--- src/rtl/tensor_axis_max_reduce_assert.svh ---
// Assertion macros used by the axis max-reduce RTL.
// Each expects clk and rst_n in scope at the point of use.
`ifndef TENSOR_AXIS_MAX_REDUCE_ASSERT_SVH
`define TENSOR_AXIS_MAX_REDUCE_ASSERT_SVH

// same-cycle implication
`define TAMR_ASSERT_IMPL(name, ante, cons) \
    name: assert property (@(posedge clk) disable iff (!rst_n) (ante) |-> (cons)) \
        else $error("tamr: assertion failed");

// next-cycle implication
`define TAMR_ASSERT_NEXT(name, ante, cons) \
    name: assert property (@(posedge clk) disable iff (!rst_n) (ante) |=> (cons)) \
        else $error("tamr: assertion failed");

`endif

--- src/rtl/tamr_pkg.sv ---
// Shared constants and types for the axis max-reduce block.
// No dependencies.
`default_nettype none

package tamr_pkg;

    localparam int INNER_MAX_DEF  = 1024;
    localparam int ELEM_WIDTH_DEF = 32;

    localparam int DATA_W      = 32;  // element and result beat width
    localparam int CFG_W       = 25;  // widest register
    localparam int CFG_IDX_W   = 2;
    localparam int INNER_CFG_W = 11;
    localparam int KIND_W      = 2;
    localparam int POS_W       = 24;  // outer/axis position counters

    localparam logic [CFG_W-1:0] COUNT_HIGH = 25'h100_0000;

    localparam logic [CFG_IDX_W-1:0] REG_OUTER = 2'd0;
    localparam logic [CFG_IDX_W-1:0] REG_AXIS  = 2'd1;
    localparam logic [CFG_IDX_W-1:0] REG_INNER = 2'd2;
    localparam logic [CFG_IDX_W-1:0] REG_KIND  = 2'd3;

    localparam logic [KIND_W-1:0] KIND_SIGNED   = 2'd0;
    localparam logic [KIND_W-1:0] KIND_UNSIGNED = 2'd1;
    localparam logic [KIND_W-1:0] KIND_FLOAT    = 2'd2;

    typedef struct packed {
        logic first;  // first element along the axis: load
        logic emit;   // last element along the axis: produce a result
        logic last;   // final result of the tensor
    } tamr_flags_t;

endpackage

`default_nettype wire

--- src/rtl/tamr_update.sv ---
// Compare stage: forwards the last buffer write, picks the new maximum,
// writes it back and queues results in a small output FIFO.
// Depends on tamr_pkg and tensor_axis_max_reduce_assert.svh.
`default_nettype none

module tamr_update
    import tamr_pkg::*;
#(
    parameter int INNER_MAX  = INNER_MAX_DEF,
    parameter int ELEM_WIDTH = ELEM_WIDTH_DEF,
    localparam int IDX_W     = (INNER_MAX > 1) ? $clog2(INNER_MAX) : 1
) (
    input  wire logic                  clk,
    input  wire logic                  rst_n,
    input  wire logic                  accept,
    input  wire logic [ELEM_WIDTH-1:0] elem,
    input  wire logic [IDX_W-1:0]      idx,
    input  wire tamr_flags_t           flags,
    input  wire logic [KIND_W-1:0]     kind,
    input  wire logic [ELEM_WIDTH-1:0] rd_data,
    output      logic                  wr_en,
    output      logic [IDX_W-1:0]      wr_addr,
    output      logic [ELEM_WIDTH-1:0] wr_data,
    output      logic                  in_ready,
    output      logic                  out_valid,
    input  wire logic                  out_ready,
    output      logic [DATA_W-1:0]     out_max,
    output      logic                  out_last
);

    localparam int FIFO_DEPTH = 4;
    localparam int FIFO_AW    = $clog2(FIFO_DEPTH);
    localparam logic [ELEM_WIDTH-1:0] ELEM_SIGN = {1'b1, {(ELEM_WIDTH-1){1'b0}}};

    logic                  s1_valid_reg;
    logic [ELEM_WIDTH-1:0] s1_elem_reg;
    logic [IDX_W-1:0]      s1_idx_reg;
    tamr_flags_t           s1_flags_reg;

    logic                  wr_valid_reg;
    logic [IDX_W-1:0]      wr_idx_reg;
    logic [ELEM_WIDTH-1:0] wr_data_reg;

    logic [DATA_W-1:0]     fifo_max_reg [FIFO_DEPTH];
    logic                  fifo_last_reg [FIFO_DEPTH];
    logic [FIFO_AW-1:0]    wr_ptr_reg;
    logic [FIFO_AW-1:0]    rd_ptr_reg;
    logic [FIFO_AW:0]      occ_reg, occ_next;

    logic [ELEM_WIDTH-1:0] kept;
    logic [ELEM_WIDTH-1:0] upd_max;
    logic                  push;
    logic                  pop;

    // a < b under the element kind; any NaN and the two zeros compare false
    function automatic logic elem_less(input logic [KIND_W-1:0] k,
                                       input logic [ELEM_WIDTH-1:0] a,
                                       input logic [ELEM_WIDTH-1:0] b);
        logic [DATA_W-1:0] fa, fb, ka, kb;
        begin
            fa = DATA_W'(a);
            fb = DATA_W'(b);
            ka = fa[31] ? ~fa : (fa | 32'h8000_0000);
            kb = fb[31] ? ~fb : (fb | 32'h8000_0000);
            case (k)
                KIND_SIGNED: elem_less = (a ^ ELEM_SIGN) < (b ^ ELEM_SIGN);
                KIND_FLOAT:
                begin
                    if (fa[30:0] > 31'h7F80_0000 || fb[30:0] > 31'h7F80_0000)
                    begin
                        elem_less = 1'b0;
                    end
                    else if ((fa[30:0] | fb[30:0]) == '0)
                    begin
                        elem_less = 1'b0;
                    end
                    else
                    begin
                        elem_less = ka < kb;
                    end
                end
                default:     elem_less = a < b;
            endcase
        end
    endfunction

    // RAM read was issued at accept; the write of the previous beat lands
    // on the same edge, so it is forwarded from here
    assign kept    = (wr_valid_reg && wr_idx_reg == s1_idx_reg) ? wr_data_reg : rd_data;
    assign upd_max = (s1_flags_reg.first || elem_less(kind, kept, s1_elem_reg))
                     ? s1_elem_reg : kept;

    assign wr_en   = s1_valid_reg;
    assign wr_addr = s1_idx_reg;
    assign wr_data = upd_max;

    assign push      = s1_valid_reg && s1_flags_reg.emit;
    assign out_valid = (occ_reg != '0);
    assign pop       = out_valid && out_ready;
    assign out_max   = fifo_max_reg[rd_ptr_reg];
    assign out_last  = fifo_last_reg[rd_ptr_reg];

    // a beat taken now pushes once it reaches stage 1, after the one now there
    assign in_ready = (occ_reg + {{FIFO_AW{1'b0}}, push}) <= (FIFO_AW + 1)'(FIFO_DEPTH - 1);

    always_comb
    begin
        occ_next = occ_reg;
        if (push && !pop)
        begin
            occ_next = occ_reg + (FIFO_AW + 1)'(1);
        end
        else if (pop && !push)
        begin
            occ_next = occ_reg - (FIFO_AW + 1)'(1);
        end
    end

    always_ff @(posedge clk or negedge rst_n)
    begin
        if (!rst_n)
        begin
            s1_valid_reg <= 1'b0;
            wr_valid_reg <= 1'b0;
            wr_ptr_reg   <= '0;
            rd_ptr_reg   <= '0;
            occ_reg      <= '0;
        end
        else
        begin
            s1_valid_reg <= accept;
            if (s1_valid_reg)
            begin
                wr_valid_reg <= 1'b1;
            end
            if (push)
            begin
                wr_ptr_reg <= wr_ptr_reg + FIFO_AW'(1);
            end
            if (pop)
            begin
                rd_ptr_reg <= rd_ptr_reg + FIFO_AW'(1);
            end
            occ_reg <= occ_next;
        end
    end

    always_ff @(posedge clk)
    begin
        if (accept)
        begin
            s1_elem_reg  <= elem;
            s1_idx_reg   <= idx;
            s1_flags_reg <= flags;
        end
        if (s1_valid_reg)
        begin
            wr_idx_reg  <= s1_idx_reg;
            wr_data_reg <= upd_max;
        end
        if (push)
        begin
            fifo_max_reg[wr_ptr_reg]  <= DATA_W'(upd_max);
            fifo_last_reg[wr_ptr_reg] <= s1_flags_reg.last;
        end
    end

`include "tensor_axis_max_reduce_assert.svh"

    `TAMR_ASSERT_IMPL(a_fifo_no_overflow, push && !pop, occ_reg < (FIFO_AW + 1)'(FIFO_DEPTH))
    `TAMR_ASSERT_NEXT(a_fwd_tracks_write, s1_valid_reg, wr_valid_reg && wr_idx_reg == $past(s1_idx_reg))
    `TAMR_ASSERT_NEXT(a_fwd_data_tracks, s1_valid_reg, wr_data_reg == $past(upd_max))
    `TAMR_ASSERT_NEXT(a_push_counts, push && !pop, occ_reg == $past(occ_reg) + (FIFO_AW + 1)'(1))

endmodule

`default_nettype wire
--- config.mk ---
export PLATFORM = sky130hd
export DESIGN_NAME = tamr_update
export DESIGN_NICKNAME = d
export VERILOG_FILES = /design/src/rtl/tamr_pkg.sv /design/src/rtl/tamr_update.sv
export VERILOG_INCLUDE_DIRS = /design/src /design/src/rtl
export SDC_FILE = /design/constraint.sdc
export NUM_CORES = 1
export LEC_CHECK = 0
export ABC_AREA = 1
export ABC_CLOCK_PERIOD_IN_PS = 5300
export BUFFER_PORTS_ARGS = -buffer_cell sky130_fd_sc_hd__buf_2
export CORE_MARGIN = 10
export CORE_UTILIZATION = 55
export DETAILED_ROUTE_END_ITERATION = 8
export HOLD_SLACK_MARGIN = 0.15
export PLACE_DENSITY = 0.83
export REMOVE_ABC_BUFFERS = 1
export SETUP_SLACK_MARGIN = 0.2
export SYNTH_ARGS = -nofsm -noshare
export SYNTH_HDL_FRONTEND = slang
export SYNTH_SLANG_ARGS = --single-unit
--- constraint.sdc ---
create_clock -name clk -period 5.3 [get_ports clk]
set_input_delay 0.265 -clock clk [delete_from_list [all_inputs] [get_ports clk]]
set_output_delay 0.265 -clock clk [all_outputs]
set_load 0.05 [all_outputs]
==> impl_results.md <==
- Tmin final: 4.92 ns
- Total gr overflow: 0
- Setup Skew: 0.0183 ns
- Seq/Total Area, Yosys: 0.566
- Root Driver: clkbuf_16
- Placed Cells: 1538
- Cell Rows: between 50 and 60
- Crit share post-route: 0.929
- Die width: 168 um
- Setup ws final: ~0.38 ns
- Share of layout cells above drive strength 1: 0.192
- Leak: 0.00616 uW
- CTS H-Tree Depth: 1
- HPWL after detailed placement: roughly 21 mm
- Worst skew pair latency: 0.51 ns
- Final Power: 6250 uW
- Routed len/inst: approximately 19 um
- Initial Util: 0.555
- Status: completed
- Routability cong.: 0.926
- Fmax: 203 MHz
- Worst-path fanout max: 19
- Dominant cell type by area after synthesis: edfxtp_1
- Netlist Area Pre-Place: approximately 12000 um2
- Max-slew violation count: 0
- Worst slew pin tran: 1.17 ns
- Clock slew at reported path FFs: 0.06 ns
- Deepest clock path buffer count: 3
- Area Growth Syn to Fin: 20.7%
- Critical setup path kind: flip-flop to output pin
- Most common cell after layout, fill and taps aside: edfxtp_1
- Post-place setup slack: 0.438 ns
- Initial antenna violation count: 4
- Worst Setup End Kind: output pin
- 1st-pass router iterations: 5
- Worst Hold Class: primary input to flip-flop
- Clk sinks: 228
- Worst path required time: 5.04 ns
- Layout Nets: 1514
- PD cells: 431 nW/um2
- Worst VDD drop: 397 uV
- CP Launch Type: flip-flop
- Final Routed Wirelength: around 31 mm
- Setup-failing EPs final: 0
- Max reg flops: between 100 and 150
- Synth Instances: 1130
- Initial drt markers: 609
- Synth Register Bits: ~230
- Filler cell count: 1614
- Share of the synthesized area in the top cell type: 0.548
- Synth warnings: 0
- Arrival time worst endpoint: about 4.7 ns
- Pin count of the biggest net entering global routing: 69
- Inserted Clock Buffers: 23
- Top area cells in the synthesized netlist: edfxtp_1 (55%), ha_1 (10%), nand2_1 (5.4%)
- Filler-free cell count of the finished design: 1629
- MaxCap Viol Count: 0
- Post-route ant nets: 0
- Die Span Y: 168 um
- Via count: 9032
- Max-slew headroom: 0.219
- # IOs: 161
- Yosys cell types: 42
- Most frequent cells in the layout: edfxtp_1 (219), nand2_1 (159), buf_2 (131), nor2_1 (116), inv_1 (106)
- Die ar.: around 28000 um2
- Vias per cell: 5.54
- First-pass GRT wire length: about 49 mm
- TritonCTS clock tree: done
- Avg Synthesized Cell Area: 10.6 um2
- Port bufs: 160
- RSZ-0062 raised after global routing: true
- Final Hold Fails: 0
- Vias in the first global route: 9316
- Core Area: between 20000 and 25000 um2
- Drc violations: 0
- Total GRT Usage: 0.214
==> through the flow <==
step / cell area [um2] / TNS (ns) / hold slack [ns] / util
3_5_place_dp: 13100 / 0 / 0.135 / 0.605
6_report: 14500 / 0 / 0.463 / 0.670
3_3_place_gp: 13100 / 0 / 0.124 / 0.605
4_1_cts: 14300 / 0 / 0.449 / 0.660
5_1_grt: 14500 / 0 / 0.457 / 0.670
2_1_floorplan: 11800 / -117.04 / -0.0306 / -
==> critical path, cell delays in order, from the launching register on <==
cell	delay, ns
edfxtp_1	0.44
xnor2_1	0.25
nand2_1	0.09
nor2_1	0.20
nand2_2	0.17
buf_4	0.27
o21ai_1	0.39
xor2_1	0.13
ha_1	0.22
a21oi_1	0.12
o21ai_0	0.08
nand2_1	0.06
nand2_1	0.05
nand2_1	0.08
a21o_1	0.14
nand4_1	0.10
o21bai_1	0.17
a21oi_1	0.17
nand3_2	0.17
nand3_4	0.15
buf_12	0.17
nand2_1	0.07
nand2_1	0.15
buf_2	0.30
==> power by group <==
part           switching (uW)  internal (uW)  leakage (uW)
combinational            1750            624       0.00367
sequential                176           2230       0.00216
clock                     622            851      0.000325
total                    2550           3700       0.00616
==> path summary, 6_finish.rpt <==
check | depth (start not counted) | endpoint | startpoint | slack (ns)
max | 23 | wr_data[1] | wr_addr[0] | 0.38
min | 1 | wr_en | accept | 0.46
max reg2reg | 20 | fifo_max_reg[2][31] | wr_addr[0] | 1.14
min reg2reg | 0 | fifo_last_reg[0] | s1_flags_reg[0] | 0.51
max in group asynchronous | 3 | wr_en | rst_n | 4.23
min in group asynchronous | 3 | occ_reg[1] | rst_n | 0.75
==> repair_timing <==
action	CTS	global route
hold endpoints to repair	55	0
gates resized for setup	6	76
buffers inserted	0	1
hold buffers	48	0
pin swaps	0	1
endpoints found under the setup margin	32	32
==> Yosys cell counts <==
master / number
buf_2: 9
o21ai_2: 1
xor2_1: 34
nand3b_1: 1
xnor2_1: 33
or2_2: 10
a21boi_0: 1
o21ai_0: 72
mux2_2: 1
o22ai_1: 33
and3b_1: 1
nor4b_1: 1
inv_1: 107
nand2_2: 1
nor2_2: 1
buf_1: 3
nor2_1: 123
nor3_1: 1
nand2_1: 172
fa_1: 1
nand3_2: 2
a21o_1: 2
a211oi_1: 3
or4_1: 1
nor4_1: 8
edfxtp_1: 219
dfrtp_1: 9
o21a_1: 1
or2_1: 12
a31oi_1: 1
o21bai_1: 3
a2111oi_0: 1
buf_6: 3
ha_1: 98
nand4_1: 57
and3_1: 1
inv_2: 5
o21ai_1: 22
o221a_2: 1
a21oi_1: 30
clkbuf_1: 30
nand3_1: 15
==> layout make-up <==
cell class | count | area [um2] | area share
inverter | 112 | 428 | 0.0295
sequential | 228 | 6800 | 0.469
timing repair buffer | 222 | 1510 | 0.104
multi-input combinational | 745 | 4720 | 0.326
clock buffer | 35 | 621 | 0.0428
clock inverter | 5 | 48.8 | 0.00337
tap | 280 | 350 | 0.0242
antenna | 2 | 5.00 | 0.000345
==> metal layers <==
metal	part of all wire	global-route usage	vias to the layer above	wire (um)
met2	0.49	0.362	329	15300
met5	0.0011	0	-	34
met3	0.078	0.0550	58	2450
met1	0.41	0.263	4306	12700
li1	-	-	4335	-
met4	0.025	0.0628	4	772
==> logic make-up after synthesis <==
logic type	Yosys count	share of synthesized area
multiplexers	1	0.000938
XOR/XNOR	67	0.0489
adder cells (fa/ha/maj)	99	0.104
AO/OA/AOI/OAI	171	0.0780
buffers and inverters	157	0.0519
flip-flops	228	0.566
AND/OR/NAND/NOR	407	0.150
(Power assumes the default switching activity.)
