`config.mk`:
```
export PLATFORM = sky130hd
export DESIGN_NAME = tamr_ctrl
export DESIGN_NICKNAME = d
export VERILOG_FILES = /design/src/rtl/tensor_axis_max_reduce_assert.svh /design/src/rtl/tamr_pkg.sv /design/src/rtl/tamr_ctrl.sv
export SDC_FILE = /design/constraint.sdc
export NUM_CORES = 1
export LEC_CHECK = 0
export BUFFER_PORTS_ARGS = -buffer_cell sky130_fd_sc_hd__buf_2
export CAP_MARGIN = 20
export CORE_MARGIN = 4
export CORE_UTILIZATION = 58
export CTS_CLUSTER_DIAMETER = 50
export DETAILED_ROUTE_END_ITERATION = 10
export HOLD_SLACK_MARGIN = 0.03
export PLACE_DENSITY_LB_ADDON = 0.2
export SLEW_MARGIN = 25
export SYNTH_ARGS = -nofsm -noshare
export SYNTH_HDL_FRONTEND = slang
export SYNTH_SLANG_ARGS = --single-unit
```
`constraint.sdc`:
```
create_clock -name clk -period 4.6 [get_ports clk]
set_clock_uncertainty 0.2 [all_clocks]
set_input_delay 0.69 -clock clk [delete_from_list [all_inputs] [get_ports clk]]
set_output_delay 0.69 -clock clk [all_outputs]
set_load 0.03 [all_outputs]
```
`src/rtl/tensor_axis_max_reduce_assert.svh`:
```
// Assertion macros used by the axis max-reduce RTL.
// Each expects clk and rst_n in scope at the point of use.
`ifndef TENSOR_AXIS_MAX_REDUCE_ASSERT_SVH
`define TENSOR_AXIS_MAX_REDUCE_ASSERT_SVH

// same-cycle implication
`define TAMR_ASSERT_IMPL(name, ante, cons) \
    name: assert property (@(posedge clk) disable iff (!rst_n) (ante) |-> (cons)) \
        else $error("tamr: assertion failed");

// next-cycle implication
`define TAMR_ASSERT_NEXT(name, ante, cons) \
    name: assert property (@(posedge clk) disable iff (!rst_n) (ante) |=> (cons)) \
        else $error("tamr: assertion failed");

`endif

```
`src/rtl/tamr_pkg.sv`:
```
// Shared constants and types for the axis max-reduce block.
// No dependencies.
`default_nettype none

package tamr_pkg;

    localparam int INNER_MAX_DEF  = 1024;
    localparam int ELEM_WIDTH_DEF = 32;

    localparam int DATA_W      = 32;  // element and result beat width
    localparam int CFG_W       = 25;  // widest register
    localparam int CFG_IDX_W   = 2;
    localparam int INNER_CFG_W = 11;
    localparam int KIND_W      = 2;
    localparam int POS_W       = 24;  // outer/axis position counters

    localparam logic [CFG_W-1:0] COUNT_HIGH = 25'h100_0000;

    localparam logic [CFG_IDX_W-1:0] REG_OUTER = 2'd0;
    localparam logic [CFG_IDX_W-1:0] REG_AXIS  = 2'd1;
    localparam logic [CFG_IDX_W-1:0] REG_INNER = 2'd2;
    localparam logic [CFG_IDX_W-1:0] REG_KIND  = 2'd3;

    localparam logic [KIND_W-1:0] KIND_SIGNED   = 2'd0;
    localparam logic [KIND_W-1:0] KIND_UNSIGNED = 2'd1;
    localparam logic [KIND_W-1:0] KIND_FLOAT    = 2'd2;

    typedef struct packed {
        logic first;  // first element along the axis: load
        logic emit;   // last element along the axis: produce a result
        logic last;   // final result of the tensor
    } tamr_flags_t;

endpackage

`default_nettype wire

```
`src/rtl/tamr_ctrl.sv`:
```
// Shape registers and position counters; tags each element with its
// buffer index and first/emit/last flags. Depends on tamr_pkg.
`default_nettype none

module tamr_ctrl
    import tamr_pkg::*;
#(
    parameter int INNER_MAX = INNER_MAX_DEF,
    localparam int IDX_W    = (INNER_MAX > 1) ? $clog2(INNER_MAX) : 1
) (
    input  wire logic                 clk,
    input  wire logic                 rst_n,
    input  wire logic                 cfg_wr_en,
    input  wire logic [CFG_IDX_W-1:0] cfg_index,
    input  wire logic [CFG_W-1:0]     cfg_data,
    input  wire logic                 accept,
    output      logic [IDX_W-1:0]     idx,
    output      tamr_flags_t          flags,
    output      logic [KIND_W-1:0]    kind
);

    localparam logic [IDX_W-1:0] INNER_TOP = IDX_W'(INNER_MAX - 1);

    // counts are held as their last position (count - 1)
    logic [POS_W-1:0]  outer_last_reg, outer_last_next;
    logic [POS_W-1:0]  axis_last_reg, axis_last_next;
    logic [IDX_W-1:0]  inner_last_reg, inner_last_next;
    logic [KIND_W-1:0] kind_reg, kind_next;
    logic [IDX_W-1:0]  inner_pos_reg, inner_pos_next;
    logic [POS_W-1:0]  axis_pos_reg, axis_pos_next;
    logic [POS_W-1:0]  outer_pos_reg, outer_pos_next;

    logic inner_wrap, axis_wrap, outer_wrap;

    // zero acts as one, oversize saturates
    function automatic logic [POS_W-1:0] long_last(input logic [CFG_W-1:0] v);
        logic [CFG_W-1:0] m;
        begin
            m = v - CFG_W'(1);
            if (v == '0)
            begin
                long_last = '0;
            end
            else if (v > COUNT_HIGH)
            begin
                long_last = '1;
            end
            else
            begin
                long_last = m[POS_W-1:0];
            end
        end
    endfunction

    function automatic logic [IDX_W-1:0] inner_last_of(input logic [INNER_CFG_W-1:0] v);
        logic [INNER_CFG_W-1:0] m;
        begin
            m = v - INNER_CFG_W'(1);
            if (v == '0)
            begin
                inner_last_of = '0;
            end
            else if (32'(v) > 32'(INNER_MAX))
            begin
                inner_last_of = INNER_TOP;
            end
            else
            begin
                inner_last_of = IDX_W'(m);
            end
        end
    endfunction

    assign inner_wrap = (inner_pos_reg == inner_last_reg);
    assign axis_wrap  = (axis_pos_reg == axis_last_reg);
    assign outer_wrap = (outer_pos_reg == outer_last_reg);

    assign idx         = inner_pos_reg;
    assign kind        = kind_reg;
    assign flags.first = (axis_pos_reg == '0);
    assign flags.emit  = axis_wrap;
    assign flags.last  = inner_wrap && outer_wrap;

    always_comb
    begin
        outer_last_next = outer_last_reg;
        axis_last_next  = axis_last_reg;
        inner_last_next = inner_last_reg;
        kind_next       = kind_reg;
        inner_pos_next  = inner_pos_reg;
        axis_pos_next   = axis_pos_reg;
        outer_pos_next  = outer_pos_reg;

        if (cfg_wr_en)
        begin
            unique case (cfg_index)
                REG_OUTER: outer_last_next = long_last(cfg_data);
                REG_AXIS:  axis_last_next  = long_last(cfg_data);
                REG_INNER: inner_last_next = inner_last_of(cfg_data[INNER_CFG_W-1:0]);
                REG_KIND:  kind_next       = cfg_data[KIND_W-1:0];
                default:   ;
            endcase
            // any write starts a new tensor
            inner_pos_next = '0;
            axis_pos_next  = '0;
            outer_pos_next = '0;
        end
        else if (accept)
        begin
            if (!inner_wrap)
            begin
                inner_pos_next = inner_pos_reg + IDX_W'(1);
            end
            else
            begin
                inner_pos_next = '0;
                if (!axis_wrap)
                begin
                    axis_pos_next = axis_pos_reg + POS_W'(1);
                end
                else
                begin
                    axis_pos_next  = '0;
                    outer_pos_next = outer_wrap ? '0 : outer_pos_reg + POS_W'(1);
                end
            end
        end
    end

    always_ff @(posedge clk or negedge rst_n)
    begin
        if (!rst_n)
        begin
            outer_last_reg <= '0;
            axis_last_reg  <= '0;
            inner_last_reg <= '0;
            kind_reg       <= KIND_SIGNED;
            inner_pos_reg  <= '0;
            axis_pos_reg   <= '0;
            outer_pos_reg  <= '0;
        end
        else
        begin
            outer_last_reg <= outer_last_next;
            axis_last_reg  <= axis_last_next;
            inner_last_reg <= inner_last_next;
            kind_reg       <= kind_next;
            inner_pos_reg  <= inner_pos_next;
            axis_pos_reg   <= axis_pos_next;
            outer_pos_reg  <= outer_pos_next;
        end
    end

endmodule

`default_nettype wire

```
==> results.yml, run 1 <==
clocking:
  post_cts_buffers: 0
  cts.htree.levels: 4
  hold_buffers: 0
  clk_latency_ns: 0.42
  postCtsResizedCells: 0
  clock_sinks: 118
  clock-root-buffer: "clkbuf_16"
  clock_path_buffers: 2
  cts_buffers: 17
  cts.reportedPaths.clkPinSlew_ns: 0.05
  cts_tree: "yes"
sta:
  fmax_mhz: 318
  grt_setup_unrepaired: "false"
  fin_setup_tns_ns: 0
  hold_slack_ns: 0.0760
  min_period_ns: 3.15
  drv_slew: 0
  worst_pin_slew_ns: 0.962
  hold_viol_final: 0
  setup_ws_ns: 1.45
  setup-violations-final: 0
  period_share_pct: 68.4
  slew_headroom_pct: 35.9
detailed_routing:
  routed_wl_um: 18300
  wire_per_inst_um: 18.8
  vias: 6201
  drc: 0
  vias_per_cell: 6.36
  first_pass_iters: 5
  ant_nets: 0
  first_iter_violations: 579
floorplan:
  die_w_um: 117
  boundaryPins: 46
  die_area_um2: 13700
  initial_core_util_pct: 59.9
  coreArea_um2: 11600
  rows: 39
  die_h_um: 117
place:
  post-place-ws_ns: 1.04
  dpl-instance-area_um2: 7200
  port_buffers: 45
  place_hpwl_um: 13300
  gp_congestion: 0.996
  placedCellCount: 943
critical_path:
  crit_chain: "buf_2 > or4_4 > or4_1 > nor4_4 > a31oi_2 > a21oi_1 > o21ai_0"
  slowest_delay_ns: 0.59
  cp_slowest_cell: "or4_1"
  crit_arrival_ns: 3.21
  startpoint_type: "input pin"
  worst-path-buf-inv: 1
  cp_top_family: "simple AND/OR/NAND/NOR gates"
  crit_path_end_kind: "register"
  critPathRequiredTime_ns: 4.66
  critPathMaxFanout: 12
  rrSetupSlack_ns: 1.69
  critPathKind: "input pin to register"
synthesis:
  ys_seq_elements: 118
  synth_area_leaders: "dfrtp_1 43%, xnor2_1 8.7%, nand2_1 5.5%"
  ys_warn_count: 0
  synth_ff_type: "dfrtp_1"
  syn_area_um2: 6920
  synth.avg_cell_area_um2: 8.73
  ys_seq_area_share_pct: 42.7
  syn_inst: 793
  synth_largest_area_cell: "dfrtp_1"
  synth_edf_count: 0
  synth_top_cell_area_share_pct: 42.7
  syn_nets: 830
  synth_cell_type_count: 56
  synth_async_sr_flop_share_pct: 100
final_layout:
  fin_nets: 856
  area_delta_synth_final_pct: 13.5
  fin_cells: 975
  final_common_cell: "dfrtp_1"
  antenna_cells: 0
  drive_above_1_share_pct: 12.7
  fillers: 902
  finalInstanceArea_um2: 7860
  final_cell_mix: "118 x dfrtp_1, 102 x nand2_1, 69 x xnor2_1"
global_route:
  grt_first_pass_wirelength_um: 29700
  antenna_found_initial: 0
  grt_max_degree: 76
  grt_usage_pct: 28.3
  grt_pass1_vias: 5953
  grt-ovfl-total: 0
status:
  status: "completed"
pwr:
  max-vdd-ir-drop_mv: 0.293
  p_per_area_nw_per_um2: 389
  leakagePower_nw: 3.19
flow_run:
  maxCapViolCount: 0
worst_hold_path:
  hold_path_class: "input pin to asynchronous set/reset pin"
## cells in the mapped netlist, drive strengths merged (18+ instances only)
master,instances
xor2,18
nand4,30
nor3,27
nand3,32
clkbuf,41
or3,18
nand2,102
xnor2,69
dfrtp,118
inv,26
nor2,43
o21ai,79
a21oi,40
## power breakdown
part           internal [mW]  switching (mW)  leakage (nW)
Clock                  0.975           0.488         0.310
Sequential              1.13           0.103          1.51
Combinational          0.154           0.205          1.37
Total                   2.26           0.796          3.19
## metal layers
layer	track usage (%)	vias to the layer above	part of all wire [%]
met2	44.0	264	46
met5	0	-	0
met1	37.8	2995	43
li1	-	2899	-
met3	6.48	43	7.7
met4	12.5	0	3.0
## worst paths after layout
kind,startpoint,endpoint,cells past startpoint
min,rst_n,axis_pos_reg[10],1
min reg2reg,kind[0],kind[0],2
min in group clk,kind[0],kind[0],2
max,cfg_data[12],outer_last_reg[10],7
max reg2reg,idx[5],axis_pos_reg[2],7
max in group asynchronous,rst_n,idx[2],2
## layout make-up
type / instances / area (um^2) / area share [%]
Clock buffer: 20 / 447 / 5.69
Sequential cell: 118 / 2950 / 37.6
Timing Repair Buffer: 55 / 307 / 3.90
Inverter: 26 / 97.6 / 1.24
Clock inverter: 12 / 201 / 2.56
Multi-Input combinational cell: 601 / 3670 / 46.7
Tap cell: 143 / 179 / 2.28
## stage by stage
stage | power [mW] | utilization, %
after global placement | 1.59 | 62.3
after CTS | 3.06 | 67.9
after detailed placement | 1.61 | 62.3
after global routing | 3.17 | 67.9
final | 3.06 | 67.9
after floorplan | 1.46 | -
## logic make-up (layout without fill, tap and decap cells)
family / count (synthesis) / after routing / share of synthesized area [%]
simple gates: 319 / 319 / 23.6
mux: 2 / 2 / 0.307
xor+xnor: 87 / 87 / 11.0
compound gates: 186 / 186 / 16.8
fa+ha+maj: 7 / 7 / 1.23
flops: 118 / 118 / 42.7
buf+inv: 74 / 113 / 4.43
## worst register-to-register path: stages, from the launching register on
cell and delay [ns]:
dfrtp_1 0.42, xnor2_1 0.18, nand4_1 0.18, o41a_1 0.60, buf_4 0.28, a211oi_1 0.59, nand2_1 0.13, o21ai_0 0.23
(Power assumes the default switching activity.)
==> run 2, diff against run 1 <==
ABC_AREA = 1   (was default)
CORE_UTILIZATION = 56   (was 58)
clock period = 2.6 ns   (was 4.6 ns; I/O delays follow)
==> run 2 against run 1 <==
Effect of this change: worst hold slack improved by 0.044 ns; sequential share of layout area fell by 4.5 points; clock-buffer cell count is 3 lower; design area grew 14%; flip-flop and latch count did not move; register-to-register slack worse by 1.4 ns; worst setup slack got worse by 1.4 ns; die area up 18%; wire length grew 12%; final cell count increased by 48%.
==> results.yml, run 2 <==
clocking:
  cts.htree.levels: 4
  clock-root-buffer: "clkbuf_16"
  cts_tree: "yes"
  cts.reportedPaths.clkPinSlew_ns: 0.06
  cts_buffers: 17
  clock_path_buffers: 2
  post_cts_buffers: 0
  clock_sinks: 118
  clk_latency_ns: 0.42
global_route:
  grt_first_pass_wirelength_um: 34600
  grt_usage_pct: 26.4
  grt-ovfl-total: 0
  grt_max_degree: 55
  antenna_found_initial: 0
  grt_pass1_vias: 7041
final_layout:
  fillers: 1251
  finalInstanceArea_um2: 8960
  drive_above_1_share_pct: 9.24
  fin_nets: 1291
  final_common_cell: "nand2_1"
  area_delta_synth_final_pct: 12.2
  antenna_cells: 0
  final_cell_mix: "407 x nand2_1, 173 x nor2_1, 142 x inv_1"
  multi_input_area_um2: 4260
  fin_cells: 1446
  final-seq-area_um2: 2960
  fin_util_pct: 64.3
critical_path:
  startpoint_type: "register"
  crit_path_end_kind: "output pin"
  worst-path-buf-inv: 2
  slowest_delay_ns: 0.46
  critPathKind: "register to output pin"
  cp_slowest_cell: "dfrtp_1"
  crit_chain: "inv_1 > ha_1 > nand3_1 > nor4_2 > buf_4"
  crit_arrival_ns: 1.93
  critPathRequiredTime_ns: 2.01
  cp_top_family: "simple AND/OR/NAND/NOR gates"
  critPathMaxFanout: 7
synthesis:
  syn_nets: 1261
  synth_top_cell_area_share_pct: 37.0
  syn_inst: 1224
  synth_largest_area_cell: "dfrtp_1"
  synth_edf_count: 0
  ys_seq_area_share_pct: 37.0
  synth_cell_type_count: 35
  synth.avg_cell_area_um2: 6.53
  synth_async_sr_flop_share_pct: 100
  ys_seq_elements: 118
  syn_area_um2: 7990
  ys_warn_count: 0
  synth_area_leaders: "dfrtp_1 37%, nand2_1 19%, nor2_1 8.1%"
  synth_ff_type: "dfrtp_1"
  synthTopCellsByCount: "407 x nand2_1, 173 x nor2_1, 144 x inv_1, 118 x dfrtp_1, 84 x o21ai_0"
  synth.most_common_cell: "nand2_1"
sta:
  worst_pin_slew_ns: 0.936
  drv_slew: 0
  grt_setup_unrepaired: "true"
  fmax_mhz: 397
  slew_headroom_pct: 37.2
  period_share_pct: 96.9
  setup-violations-final: 0
  hold_viol_final: 0
  min_period_ns: 2.52
pwr:
  switchingPower_mw: 1.55
  power_mw: 5.26
  max-vdd-ir-drop_mv: 0.500
  p_seq_share_pct: 41.6
  p_comb_share_pct: 14.4
  leakagePower_nw: 4.31
  switching_share_pct: 29.5
  clockPowerShare_pct: 44.0
  power.internal_mw: 3.71
  p_per_area_nw_per_um2: 587
flow_run:
  maxCapViolCount: 0
detailed_routing:
  first_iter_violations: 639
  ant_nets: 0
  vias: 7600
  wire_per_inst_um: 14.2
  first_pass_iters: 5
  vias_per_cell: 5.26
  routed_wl_um: 20500
  drc: 0
floorplan:
  rows: 43
  coreArea_um2: 13900
  die_area_um2: 16200
  boundaryPins: 46
  die_h_um: 127
  die_w_um: 127
  initial_core_util_pct: 57.3
place:
  port_buffers: 45
  gp_congestion: 0.879
  place_hpwl_um: 15100
  dpl-instance-area_um2: 8340
  placedCellCount: 1414
worst_hold_path:
  hold_path_class: "input pin to register"
status:
  status: "completed"
-- run 2: changes by cell type in the layout (fill, tap and decap cells not counted), sizes merged, moves of 17 or more --
cell / previous run / this run
inv: 26 / 147
nand4: 30 / 11
xnor2: 69 / 8
a21oi: 40 / 10
nand2: 102 / 409
nand3b: 3 / 29
xor2: 18 / 44
nand3: 32 / 80
o21ai: 79 / 108
nor3: 27 / 10
or3: 18 / 0
nor2: 43 / 174
-- run 2: power by group through the flow --
stage	logic [mW]	clock network (mW)	registers, mW
3_3_place_gp	0.729	0	2.21
6_report	0.758	2.32	2.19
3_5_place_dp	0.746	0	2.22
5_1_grt	0.876	2.44	2.21
4_1_cts	0.759	2.35	2.19
2_1_floorplan	0.530	0	2.16
-- run 2: logic make-up (layout without fill, tap and decap cells) --
logic type | count (synthesis) | after routing | synth area share (%)
AO/OA/AOI/OAI | 132 | 132 | 8.99
AND/OR/NAND/NOR | 719 | 719 | 37.4
XOR/XNOR | 52 | 52 | 5.70
adder cells (fa/ha/maj) | 6 | 6 | 0.940
flip-flops | 118 | 118 | 37.0
buffers and inverters | 197 | 239 | 9.97
-- run 2: layout make-up --
type | count | share of cell area [%]
clock buffers | 17 | 4.75
well taps | 180 | 2.51
multi-input cells | 909 | 47.5
inverters | 145 | 6.07
clock inverters | 14 | 1.72
repair buffers | 63 | 4.38
flip-flops and latches | 118 | 33.0
-- run 2: timing repair --
item,CTS,global route
hold buffers,1,0
setup endpoints to repair,1,3
hold endpoints to repair,42,0
resized for setup,1,11
-- run 2: routing by layer --
| metal | part of all wire (%) | track usage [%] | vias up |
|---|---|---|---|
| met5 | 0 | 0 | - |
| met4 | 1.5 | 7.19 | 0 |
| met3 | 5.3 | 4.89 | 30 |
| met2 | 45 | 40.7 | 226 |
| met1 | 48 | 38.3 | 3468 |
| li1 | - | - | 3876 |
-- run 2: worst min-delay path, stage by stage --
cell and delay (ns):
buf_2 0.10, inv_1 0.09, o21ai_0 0.10
-- run 2: through the flow --
stage | setup slack (ns) | hold WS (ns) | TNS, ns
6_report | 0.0815 | 0.120 | 0
5_1_grt | -0.0182 | 0.129 | -0.0182
4_1_cts | 0.0274 | 0.105 | 0
3_5_place_dp | 0.248 | 0.255 | 0
3_3_place_gp | 0.303 | 0.246 | 0
2_1_floorplan | 0.245 | -0.106 | 0
-- run 2: worst paths after layout --
kind	startpoint	end	slack, ns	depth (start not counted)
setup / recovery	axis_pos_reg[0]	flags[2]	0.08	5
hold / removal	cfg_data[1]	kind[1]	0.12	3
setup reg to reg	idx[3]	outer_pos_reg[23]	0.30	11
min in group asynchronous	rst_n	axis_pos_reg[11]	0.34	2
hold reg to reg	kind[1]	kind[1]	0.30	2
max in group asynchronous	rst_n	axis_last_reg[14]	1.08	3
